`src/rtl/mandelbrot_escape_time_pixel_top_assert.svh`:
```
// Assertion macros for the Mandelbrot escape-time pixel block.
// Include by bare file name inside a module; no other dependencies.
`ifndef MANDELBROT_ESCAPE_TIME_PIXEL_TOP_ASSERT_SVH
`define MANDELBROT_ESCAPE_TIME_PIXEL_TOP_ASSERT_SVH

// Check that a condition holds in the same cycle as its trigger.
`define MBET_ASSERT_SAME(label, clk, rst_n, ante, cons, msg) \
	label: assert property (@(posedge clk) disable iff (!rst_n) (ante) |-> (cons)) \
		else $error(msg);

// Check that a condition holds in the cycle after its trigger.
`define MBET_ASSERT_NEXT(label, clk, rst_n, ante, cons, msg) \
	label: assert property (@(posedge clk) disable iff (!rst_n) (ante) |=> (cons)) \
		else $error(msg);

`endif

```
`src/rtl/mbet_pkg.sv`:
```
// Shared types and constants for the Mandelbrot escape-time pixel block.
// No dependencies; imported by mbet_mul, the top level and the testbench.
package mbet_pkg;

	// Field and datapath widths
	localparam int INDEX_BITS = 12;
	localparam int FRAC_BITS  = 28;
	localparam int COORD_W    = 32;
	localparam int PROD_W     = 2 * COORD_W;
	localparam int STEP_W     = 31;
	localparam int COUNT_W    = 13;
	localparam int BYTE_W     = 8;
	localparam int CFG_IDX_W  = 3;
	localparam int CFG_DATA_W = 32;

	// Register indexes
	localparam logic [CFG_IDX_W-1:0] REG_RE_START = 3'd0;
	localparam logic [CFG_IDX_W-1:0] REG_IM_START = 3'd1;
	localparam logic [CFG_IDX_W-1:0] REG_RE_STEP  = 3'd2;
	localparam logic [CFG_IDX_W-1:0] REG_IM_STEP  = 3'd3;
	localparam logic [CFG_IDX_W-1:0] REG_MAX_ITER = 3'd4;

	// Register reset values: -2.5, -1.5, 3.5/512, 3.0/512, 1024
	localparam logic signed [COORD_W-1:0] RST_RE_START = -32'sd671088640;
	localparam logic signed [COORD_W-1:0] RST_IM_START = -32'sd402653184;
	localparam logic [STEP_W-1:0]         RST_RE_STEP  = 31'd1835008;
	localparam logic [STEP_W-1:0]         RST_IM_STEP  = 31'd1572864;
	localparam logic [COUNT_W-1:0]        RST_MAX_ITER = 13'd1024;

	// Escape bound |z|^2 >= 4
	localparam logic signed [PROD_W-1:0] ESC_LIMIT = 64'sd4 <<< FRAC_BITS;

	// Saturation bounds of a coordinate, held at product width
	localparam logic signed [PROD_W-1:0] COORD_MAX =
		{{(PROD_W-COORD_W+1){1'b0}}, {(COORD_W-1){1'b1}}};
	localparam logic signed [PROD_W-1:0] COORD_MIN =
		{{(PROD_W-COORD_W+1){1'b1}}, {(COORD_W-1){1'b0}}};

	localparam logic [BYTE_W-1:0] ALPHA_BYTE = 8'hFF;

	typedef struct packed {
		logic [INDEX_BITS-1:0] row;
		logic [INDEX_BITS-1:0] column;
	} pixel_in_t;

	typedef struct packed {
		logic [COUNT_W-1:0] iteration_count;
		logic [BYTE_W-1:0]  byte0;
		logic [BYTE_W-1:0]  byte1;
		logic [BYTE_W-1:0]  byte2;
		logic [BYTE_W-1:0]  byte3;
	} pixel_out_t;

	// Clamp a wide signed value to the coordinate range
	function automatic logic signed [COORD_W-1:0] sat_coord(
		input logic signed [PROD_W-1:0] v);
		logic signed [COORD_W-1:0] r;
		if (v > COORD_MAX) begin
			r = COORD_MAX[COORD_W-1:0];
		end else if (v < COORD_MIN) begin
			r = COORD_MIN[COORD_W-1:0];
		end else begin
			r = v[COORD_W-1:0];
		end
		return r;
	endfunction

endpackage

```
`src/rtl/mbet_mul.sv`:
```
// Shared signed coordinate multiplier with a registered full-width product.
// Depends on mbet_pkg for the coordinate and product widths.
module mbet_mul
	import mbet_pkg::*;
(
	input  logic                      clk,
	input  logic signed [COORD_W-1:0] op_a,
	input  logic signed [COORD_W-1:0] op_b,
	output logic signed [PROD_W-1:0]  prod_q
);

	// Register the exact product; it is ready in the cycle after the operands
	always_ff @(posedge clk) begin
		prod_q <= PROD_W'(op_a) * PROD_W'(op_b);
	end

endmodule

```
`src/rtl/mandelbrot_escape_time_pixel_top.sv`:
```
// Mandelbrot escape-time pixel evaluator: sequencer, iterate registers, output word.
// Depends on mbet_pkg, mbet_mul and mandelbrot_escape_time_pixel_top_assert.svh.
//
//   channel  | handshake           | word
//   ---------+---------------------+----------------------------------------
//   in       | in_valid, in_ready  | in_data  (row, column)
//   out      | out_valid, out_ready| out_data (iteration_count, byte0..3)
//   cfg      | cfg_we              | cfg_index, cfg_wdata
//
// The single shared 32x32 multiplier forms both coordinate products of c, then x*x,
// y*y and x*y in turn for each iteration step, which ends in the update state.
// Reset (arst_n low) clears the sequencer, the output valid and the config registers
// to their defaults. in_ready is high only while the sequencer is idle; a
// finished word waits in the output register while the next pixel is taken.
module mandelbrot_escape_time_pixel_top
	import mbet_pkg::*;
(
	input  logic                  clk,
	input  logic                  arst_n,
	input  logic                  in_valid,
	output logic                  in_ready,
	input  pixel_in_t             in_data,
	output logic                  out_valid,
	input  logic                  out_ready,
	output pixel_out_t            out_data,
	input  logic                  cfg_we,
	input  logic [CFG_IDX_W-1:0]  cfg_index,
	input  logic [CFG_DATA_W-1:0] cfg_wdata
);

	`include "mandelbrot_escape_time_pixel_top_assert.svh"

	localparam logic [3:0] S_IDLE = 4'd0;
	localparam logic [3:0] S_CRE  = 4'd1;
	localparam logic [3:0] S_CIM  = 4'd2;
	localparam logic [3:0] S_CIMW = 4'd3;
	localparam logic [3:0] S_XX   = 4'd4;
	localparam logic [3:0] S_YY   = 4'd5;
	localparam logic [3:0] S_XY   = 4'd6;
	localparam logic [3:0] S_UPD  = 4'd7;
	localparam logic [3:0] S_DONE = 4'd8;

	logic [3:0] state_q;

	logic signed [COORD_W-1:0] re_start_q;
	logic signed [COORD_W-1:0] im_start_q;
	logic [STEP_W-1:0]         re_step_q;
	logic [STEP_W-1:0]         im_step_q;
	logic [COUNT_W-1:0]        max_iter_q;

	logic [INDEX_BITS-1:0]     row_q;
	logic [INDEX_BITS-1:0]     col_q;
	logic signed [COORD_W-1:0] cre_q;
	logic signed [COORD_W-1:0] cim_q;
	logic signed [COORD_W-1:0] x_q;
	logic signed [COORD_W-1:0] y_q;
	logic signed [PROD_W-1:0]  xsq_q;
	logic signed [PROD_W-1:0]  ysq_q;
	logic [COUNT_W-1:0]        n_q;

	logic                      out_valid_q;
	pixel_out_t                out_q;

	logic signed [COORD_W-1:0] op_a;
	logic signed [COORD_W-1:0] op_b;
	logic signed [PROD_W-1:0]  prod;
	logic signed [PROD_W-1:0]  mag_sq;
	logic signed [PROD_W-1:0]  nx_wide;
	logic signed [PROD_W-1:0]  ny_wide;
	logic signed [PROD_W-1:0]  cre_wide;
	logic signed [PROD_W-1:0]  cim_wide;
	logic                      escape;
	logic                      in_fire;
	logic                      out_load;

	assign in_ready  = (state_q == S_IDLE);
	assign in_fire   = in_valid && in_ready;
	assign out_load  = (state_q == S_DONE) && (!out_valid_q || out_ready);
	assign out_valid = out_valid_q;
	assign out_data  = out_q;

	// Pick multiplier operands for the current step
	always_comb begin
		op_a = '0;
		op_b = '0;
		unique case (state_q)
			S_CRE: begin
				op_a = {{(COORD_W-INDEX_BITS){1'b0}}, col_q};
				op_b = {{(COORD_W-STEP_W){1'b0}}, re_step_q};
			end
			S_CIM: begin
				op_a = {{(COORD_W-INDEX_BITS){1'b0}}, row_q};
				op_b = {{(COORD_W-STEP_W){1'b0}}, im_step_q};
			end
			S_XX: begin
				op_a = x_q;
				op_b = x_q;
			end
			S_YY: begin
				op_a = y_q;
				op_b = y_q;
			end
			S_XY: begin
				op_a = x_q;
				op_b = y_q;
			end
			default: begin
				op_a = '0;
				op_b = '0;
			end
		endcase
	end

	mbet_mul u_mul (
		.clk    (clk),
		.op_a   (op_a),
		.op_b   (op_b),
		.prod_q (prod)
	);

	// Form the coordinate sums, the escape test and the next iterate
	always_comb begin
		cre_wide = PROD_W'(re_start_q) + prod;
		cim_wide = PROD_W'(im_start_q) + prod;
		mag_sq   = xsq_q + ysq_q;
		escape   = !(mag_sq < ESC_LIMIT) || (n_q >= max_iter_q);
		nx_wide  = xsq_q - ysq_q + PROD_W'(cre_q);
		ny_wide  = (prod >>> (FRAC_BITS - 1)) + PROD_W'(cim_q);
	end

	// Write configuration registers; drop unknown indexes
	always_ff @(posedge clk or negedge arst_n) begin
		if (!arst_n) begin
			re_start_q <= RST_RE_START;
			im_start_q <= RST_IM_START;
			re_step_q  <= RST_RE_STEP;
			im_step_q  <= RST_IM_STEP;
			max_iter_q <= RST_MAX_ITER;
		end else if (cfg_we) begin
			unique case (cfg_index)
				REG_RE_START: re_start_q <= cfg_wdata[COORD_W-1:0];
				REG_IM_START: im_start_q <= cfg_wdata[COORD_W-1:0];
				REG_RE_STEP:  re_step_q  <= cfg_wdata[STEP_W-1:0];
				REG_IM_STEP:  im_step_q  <= cfg_wdata[STEP_W-1:0];
				REG_MAX_ITER: max_iter_q <= cfg_wdata[COUNT_W-1:0];
				default: ;
			endcase
		end
	end

	// Advance the sequencer and the output valid flag
	always_ff @(posedge clk or negedge arst_n) begin
		if (!arst_n) begin
			state_q     <= S_IDLE;
			out_valid_q <= 1'b0;
		end else begin
			if (out_load) begin
				out_valid_q <= 1'b1;
			end else if (out_ready) begin
				out_valid_q <= 1'b0;
			end
			unique case (state_q)
				S_IDLE: begin
					if (in_fire) begin
						state_q <= S_CRE;
					end
				end
				S_CRE:  state_q <= S_CIM;
				S_CIM:  state_q <= S_CIMW;
				S_CIMW: state_q <= S_XX;
				S_XX:   state_q <= S_YY;
				S_YY:   state_q <= S_XY;
				S_XY:   state_q <= S_UPD;
				S_UPD:  state_q <= escape ? S_DONE : S_XX;
				S_DONE: begin
					if (out_load) begin
						state_q <= S_IDLE;
					end
				end
				default: state_q <= S_IDLE;
			endcase
		end
	end

	// Hold the pixel, the point c, the iterate and the output word
	always_ff @(posedge clk) begin
		if (in_fire) begin
			row_q <= in_data.row;
			col_q <= in_data.column;
		end
		if (state_q == S_CIM) begin
			cre_q <= sat_coord(cre_wide);
		end
		if (state_q == S_CIMW) begin
			cim_q <= sat_coord(cim_wide);
			x_q   <= '0;
			y_q   <= '0;
			n_q   <= '0;
		end
		if (state_q == S_YY) begin
			xsq_q <= prod >>> FRAC_BITS;
		end
		if (state_q == S_XY) begin
			ysq_q <= prod >>> FRAC_BITS;
		end
		if (state_q == S_UPD && !escape) begin
			x_q <= sat_coord(nx_wide);
			y_q <= sat_coord(ny_wide);
			n_q <= n_q + 1'b1;
		end
		if (out_load) begin
			out_q.iteration_count <= n_q;
			out_q.byte0           <= {n_q[0], 7'b0};
			out_q.byte1           <= {n_q[1:0], 6'b0};
			out_q.byte2           <= {n_q[2:0], 5'b0};
			out_q.byte3           <= ALPHA_BYTE;
		end
	end

	`MBET_ASSERT_NEXT(a_accept_starts, clk, arst_n, in_fire, state_q == S_CRE,
		"accepted pixel did not start the coordinate step")
	`MBET_ASSERT_NEXT(a_step_counts, clk, arst_n, (state_q == S_UPD) && !escape,
		(n_q == $past(n_q) + 1'b1) && (state_q == S_XX),
		"iteration step did not advance the count by one")
	`MBET_ASSERT_NEXT(a_done_delivers, clk, arst_n, out_load,
		out_valid && (state_q == S_IDLE) && (out_data.iteration_count == $past(n_q)),
		"finished pixel was not placed in the output word")
	`MBET_ASSERT_SAME(a_rise_from_done, clk, arst_n, $rose(out_valid),
		$past(state_q) == S_DONE, "output word appeared outside the done step")

endmodule

```
`config.mk`:
```
export PLATFORM = sky130hd
export DESIGN_NAME = mandelbrot_escape_time_pixel_top
export DESIGN_NICKNAME = d
export VERILOG_FILES = /design/src/rtl/mbet_pkg.sv /design/src/rtl/mbet_mul.sv /design/src/rtl/mandelbrot_escape_time_pixel_top.sv
export VERILOG_INCLUDE_DIRS = /design/src /design/src/rtl
export SDC_FILE = /design/constraint.sdc
export NUM_CORES = 2
export LEC_CHECK = 0
export ABC_AREA = 1
export BUFFER_PORTS_ARGS = -buffer_cell sky130_fd_sc_hd__buf_2
export CAP_MARGIN = 20
export CELL_PAD_IN_SITES_DETAIL_PLACEMENT = 1
export CELL_PAD_IN_SITES_GLOBAL_PLACEMENT = 1
export CORE_ASPECT_RATIO = 0.9
export CORE_MARGIN = 10
export CORE_UTILIZATION = 40
export CTS_BUF_LIST = sky130_fd_sc_hd__clkbuf_2
export CTS_CLUSTER_DIAMETER = 80
export DETAILED_ROUTE_END_ITERATION = 16
export GPL_ROUTABILITY_DRIVEN = 0
export PLACE_DENSITY = 0.73
export SLEW_MARGIN = 20
export SYNTH_ARGS = -nofsm -noshare
export SYNTH_HDL_FRONTEND = slang
export SYNTH_SLANG_ARGS = --single-unit
```
`constraint.sdc`:
```
create_clock -name clk -period 31.3 [get_ports clk]
set_input_delay 9.39 -clock clk [delete_from_list [all_inputs] [get_ports clk]]
set_output_delay 9.39 -clock clk [all_outputs]
set_load 0.02 [all_outputs]
```
After elaboration in Yosys (flattened, before gate mapping)
Index checks and enable logic that the tools add are counted.
{"block": "classes", "add_sub_neg": 7, "n_mul": 1, "div": 0, "n_lt_le_gt_ge": 10, "eq_ne": 14, "shift": 0, "n_mux": 19, "bitwise": 0, "n_reduce_logical": 20}
{"operator": "$mux 32", "n": 9}
{"operator": "$pmux 32 s4", "n": 2}
{"operator": "$add 32x64->64", "n": 2}
{"operator": "$gt 64x32->1 const B", "n": 2}
{"operator": "$lt 64x32->1 const B", "n": 2}
{"operator": "$add 37x32->38", "n": 2}
{"operator": "$gt 38x32->1 const B", "n": 2}
{"operator": "$lt 38x32->1 const B", "n": 2}
{"operator": "$mul 32x32->64", "n": 1}
{"operator": "$add 36x36->37", "n": 1}
{"operator": "$lt 37x32->1 const B", "n": 1}
{"operator": "$sub 36x36->37", "n": 1}
{"operator": "$pmux 4 s9", "n": 1}
{"operator": "$mux 13", "n": 2}
{"operator": "$eq 4x3->1 const B", "n": 4}
{"operator": "$add 13x1->13 const B", "n": 1}
{"operator": "$ge 13x13->1", "n": 1}
{"operator": "$mux 4", "n": 3}
{"operator": "$reduce_and 2->1", "n": 6}
{"operator": "$eq 4x2->1 const B", "n": 2}
{"operator": "$eq 3x2->1 const B", "n": 2}
{"operator": "$eq 4x1->1 const B", "n": 1}
{"operator": "$eq 4x4->1 const B", "n": 1}
{"operator": "$logic_not 4->1", "n": 1}
{"operator": "other kinds (11)", "n": 19}
{"block": "word_totals", "register_bits": 464, "latchBits": 0, "mem_bits_rw": 0, "rom_bits": 0, "input_bits": 64, "out_inout_bits": 47, "word_cells": 92, "memories": 0}

Longest topological paths before layout
{"block": "depth", "ltp_word": 7, "mapped_depth": 43, "depth_no_buf": 41}

By module
From an unflattened synthesis, not the netlist that was laid out.
{"block": "unflattened", "cells_unflattened": 10622, "hier_area_um2": 76393.3}
{"module": "mbet_mul", "instances": 1, "cells_each": 5083, "area_per_inst_um2": 40097.2, "seq_area_each_um2": 1281.2}
{"module": "mandelbrot_escape_time_pixel_top", "instances": 1, "cells_each": 5539, "area_per_inst_um2": 36296.1, "seq_area_each_um2": 11128.2}

Worst setup path before layout
No wires, ideal clock.
{"block": "synth_timing", "kind": "in2reg", "startpoint": "in in_valid", "endpoint": "reg col_q[0], enable pin", "setup_ns": 0.383, "t_arrival_ns": 10.048, "required_time_ns": 30.917, "setup_slack_ns": 20.869, "stages": 1, "path_buffers": 0, "path_cell_list": "and3_1"}
{"block": "synth_between", "elab_chain_cells": 1}
{"element": "start, declared", "line": "mandelbrot_escape_time_pixel_top.sv:20", "text": "input logic in_valid,"}
{"element": "$logic_and 1x1->1", "line": "mandelbrot_escape_time_pixel_top.sv:77", "text": "assign in_fire = in_valid && in_ready;"}
{"element": "end signal, assigned", "line": "mandelbrot_escape_time_pixel_top.sv:189", "text": "col_q <= in_data.column;"}
{"element": "end, declared", "line": "mandelbrot_escape_time_pixel_top.sv:52", "text": "logic [INDEX_BITS-1:0] col_q;"}
Every way passes these cells.
A chain may end at the register's enable or synchronous reset.

Worst setup path after layout
{"block": "layout_timing", "startpoint": "reg state_q[3]", "endpoint": "out in_ready"}
{"block": "layout_between", "elab_chain_cells": 1}
{"element": "start, declared", "line": "mandelbrot_escape_time_pixel_top.sv:43", "text": "logic [3:0] state_q;"}
{"element": "start signal, assigned", "line": "mandelbrot_escape_time_pixel_top.sv:174", "text": "S_UPD: state_q <= escape ? S_DONE : S_XX;"}
{"element": "$logic_not 4->1", "line": "mandelbrot_escape_time_pixel_top.sv:76", "text": "assign in_ready = (state_q == S_IDLE);"}
{"element": "end, declared", "line": "mandelbrot_escape_time_pixel_top.sv:21", "text": "output logic in_ready,"}
Every way passes these cells.

==> impl_results.rst <==
.. list-table::
   :header-rows: 1

   * - Metric
     - Value
   * - Critical path, cell by cell
     - nor2_1, inv_1, nor2_1, buf_2
   * - Number of nets with antenna violations after routing
     - 0
   * - Combinational family with the most area after synthesis
     - adder cells
   * - Count of warnings emitted by yosys
     - 0
   * - I/O pin cnt
     - ~110
   * - Run status
     - complete, no violations
   * - Gr usage total
     - 0.290
   * - Number of buffers added for setup after CTS
     - 0
   * - Latest clock arrival within the worst-skew pair
     - 1.39 ns
   * - Kind of path behind the tightest hold check
     - reg2reg
   * - Library cell contributing the largest single delay on the critical path
     - dfrtp_1
   * - Worst setup EP type
     - output pin
   * - Root Driver
     - clkbuf_2
   * - Number of buffers created by CTS
     - ~120
   * - Synth-to-layout area growth
     - 6.21%
   * - Most used cells in the layout excluding fill and tap cells
     - nand2_1, inv_1, fa_1, nor2_1, ha_1
   * - Final-report max-slew violation count
     - 0
   * - Post-route setup TNS
     - 0 ns
   * - Resized cells post-CTS
     - 0
   * - Chip width
     - 472 um
   * - Average size of a mapped cell
     - 7.51 um2
   * - Flip-flop cell with the highest count after synthesis
     - edfxtp_1
   * - Total congestion overflow
     - 0
   * - Number of buffers between clock root and the deepest sink
     - 3
   * - Final Hold Viols
     - 0
   * - Post-synth ARST share
     - 0.314
   * - Crit share post-route
     - 0.379
   * - Wire length of the first global-routing pass
     - about 440000 um
   * - Max Cap Viol
     - 0
   * - Total die area
     - 0.201 mm2
   * - Critical Path Fanout Max
     - 4
   * - Required time reported for the critical path endpoint
     - 21.91 ns
   * - Total number of nets in the final design
     - about 11000
   * - Classification of the worst setup path
     - reg2out
   * - Most frequent CP cell
     - nor2_1
   * - Area of the core
     - roughly 0.18 mm2
   * - Port Buffer Count
     - 84
   * - Count of unique library cells instantiated by Yosys
     - 53
   * - Portion of the post-synthesis area used by sequential elements
     - 0.169
   * - Vertical die dimension
     - about 430 um
   * - Most area-consuming cells after synthesis
     - fa_1, nand2_1, inv_1
   * - Routed wire length per instance
     - 23.8 um
   * - Critical Path Source Type
     - flop
   * - Share of synthesized cell area in full adder, half adder and majority cells
     - 0.380
   * - DRT Wirelength
     - 295000 um
   * - Gate count of the mapped netlist
     - 9770
   * - Vias/cell
     - 5.35
   * - Area share of and/or/nand/nor cells after synthesis
     - 0.234
   * - Length of the first detailed-routing pass in iterations
     - 6
   * - Number of synthesized flops with an enable pin
     - 250
   * - XOR/XNOR Fraction of Synth Area
     - 0.0248
   * - Yosys top cell area share
     - 0.306
   * - Slew @ Worst Pin
     - 1.24 ns
   * - Mux contribution to synthesized area
     - 0
   * - Initial core utilization
     - 0.401
   * - Critical path arrival
     - between 2 and 2.5 ns
   * - Placement row count
     - 149
   * - Total via count in the routed design
     - 66238
   * - Final min period
     - 11.88 ns
   * - Cell area after synthesis
     - 0.0734 mm2
   * - H-Tree Depth
     - 3
   * - Maximum clock frequency
     - between 80 and 90 MHz
   * - Clock-pin slew reported for the worst setup and hold paths after clock tree synthesis
     - between 0.1 and 0.15 ns
   * - Headroom to the max-slew limit
     - 0.174
   * - TritonCTS clock tree
     - done
   * - Vias in the first global route
     - approximately 70000
   * - Share of layout cells above drive strength 1
     - 0.0572
   * - Hold buffer count at cts
     - 0
   * - Cell type contributing the most total cell area after synthesis
     - fa_1
   * - Number of storage elements in the synthesis netlist
     - about 460
   * - Final setup viols
     - 0
   * - Antenna violations before repair
     - 21
   * - TritonCTS Sinks
     - 458
   * - Pin count of the biggest net entering global routing
     - 84
   * - HPWL reported at the end of detailed placement
     - approximately 250000 um
   * - Worst setup skew after layout
     - 0.138 ns
   * - Stage delay of the slowest cell on the critical path
     - 0.43 ns
   * - RSZ-0062 raised after global routing
     - false
   * - Initial DRC count
     - 5615
   * - Leading cell type in the layout, fill and taps excluded
     - nand2_1
   * - Post-detailed-route DRC marker count
     - 0
   * - Compound-gate portion of the synthesized area
     - 0.0637
Yosys cell counts, drive strengths merged (44+ instances only):
library cell  instances
a21oi               354
a31oi                44
buf                  83
clkbuf              178
dfrtp               130
dfxtp                64
edfxtp              250
fa                 1121
ha                  435
inv                2158
nand2              2658
nand3               217
nand4                83
nor2               1184
nor3                 64
o21ai               282
xnor2                56
xor2                152
stage by stage:
| stage | setup slack [ns] | instance area [um2] | std cells | util | hold slack [ns] |
|---|---|---|---|---|---|
| finish | 19.42 | 77900 | 12373 | 0.426 | 0.498 |
| global route | 19.22 | 77900 | 12359 | 0.426 | 0.521 |
| CTS | 19.32 | 77900 | 12354 | 0.426 | 0.498 |
| detailed placement | 20.19 | 76600 | 12130 | 0.419 | 0.474 |
| global placement | 20.23 | 76600 | 12130 | 0.419 | 0.469 |
| floorplan | 20.87 | 73500 | 9794 | - | 0.453 |
flip-flops by register name (all words and copies together) (netlist names), 12 cells and up:
name	flops
cre_q	32
re_start_q	32
n_q	13
x_q	32
xsq_q	36
im_step_q	31
re_step_q	31
col_q	12
y_q	32
max_iter_q	13
u_mul.prod_q	64
im_start_q	32
ysq_q	36
cim_q	32
out_data	13
row_q	12
kinds of logic after synthesis:
kind of cell,Yosys count
simple gates,4276
buf+inv,2442
fa+ha+maj,1556
compound gates,828
flops,458
xor+xnor,208
other cells,2
layout make-up:
cell class	count	area (um2)
Inverter	2181	8190
Tap cell	2416	3020
Clock inverter	57	432
Clock buffer	167	836
Fill cell	23077	105000
Timing Repair Buffer	182	1180
Sequential cell	458	12400
Antenna cell	18	45.0
Multi-Input combinational cell	6894	51800
layer usage:
layer  part of all wire  global-route usage  wire [um]  vias to the layer above
met5           0.000068                   0         20                        -
met1               0.43               0.403     127000                    33589
met4              0.042               0.107      12300                        4
met3              0.098              0.0683      29000                      520
li1                   -                   -          -                    29435
met2               0.43               0.439     126000                     2690
final timing paths:
path	start	endpoint	slack (ns)	depth (start not counted)
min reg2reg	max_iter_q[9]	max_iter_q[9]	0.50	2
min in group asynchronous	arst_n	max_iter_q[6]	8.03	1
min	max_iter_q[9]	max_iter_q[9]	0.50	2
max	state_q[3]	in_ready	19.42	4
max in group asynchronous	arst_n	re_start_q[22]	21.72	2
max reg2reg	state_q[2]	u_mul.prod_q[59]	20.21	31
worst max-delay path, delay by kind of cell (launching register included):
kind                   cells  cell delay, ns
buffers and inverters      2            0.31
flip-flops                 1            0.43
AND/OR/NAND/NOR            2            0.36
Power is not shown: default switching activity piles up to over one toggle a cycle in this logic, so the estimate is an artifact.
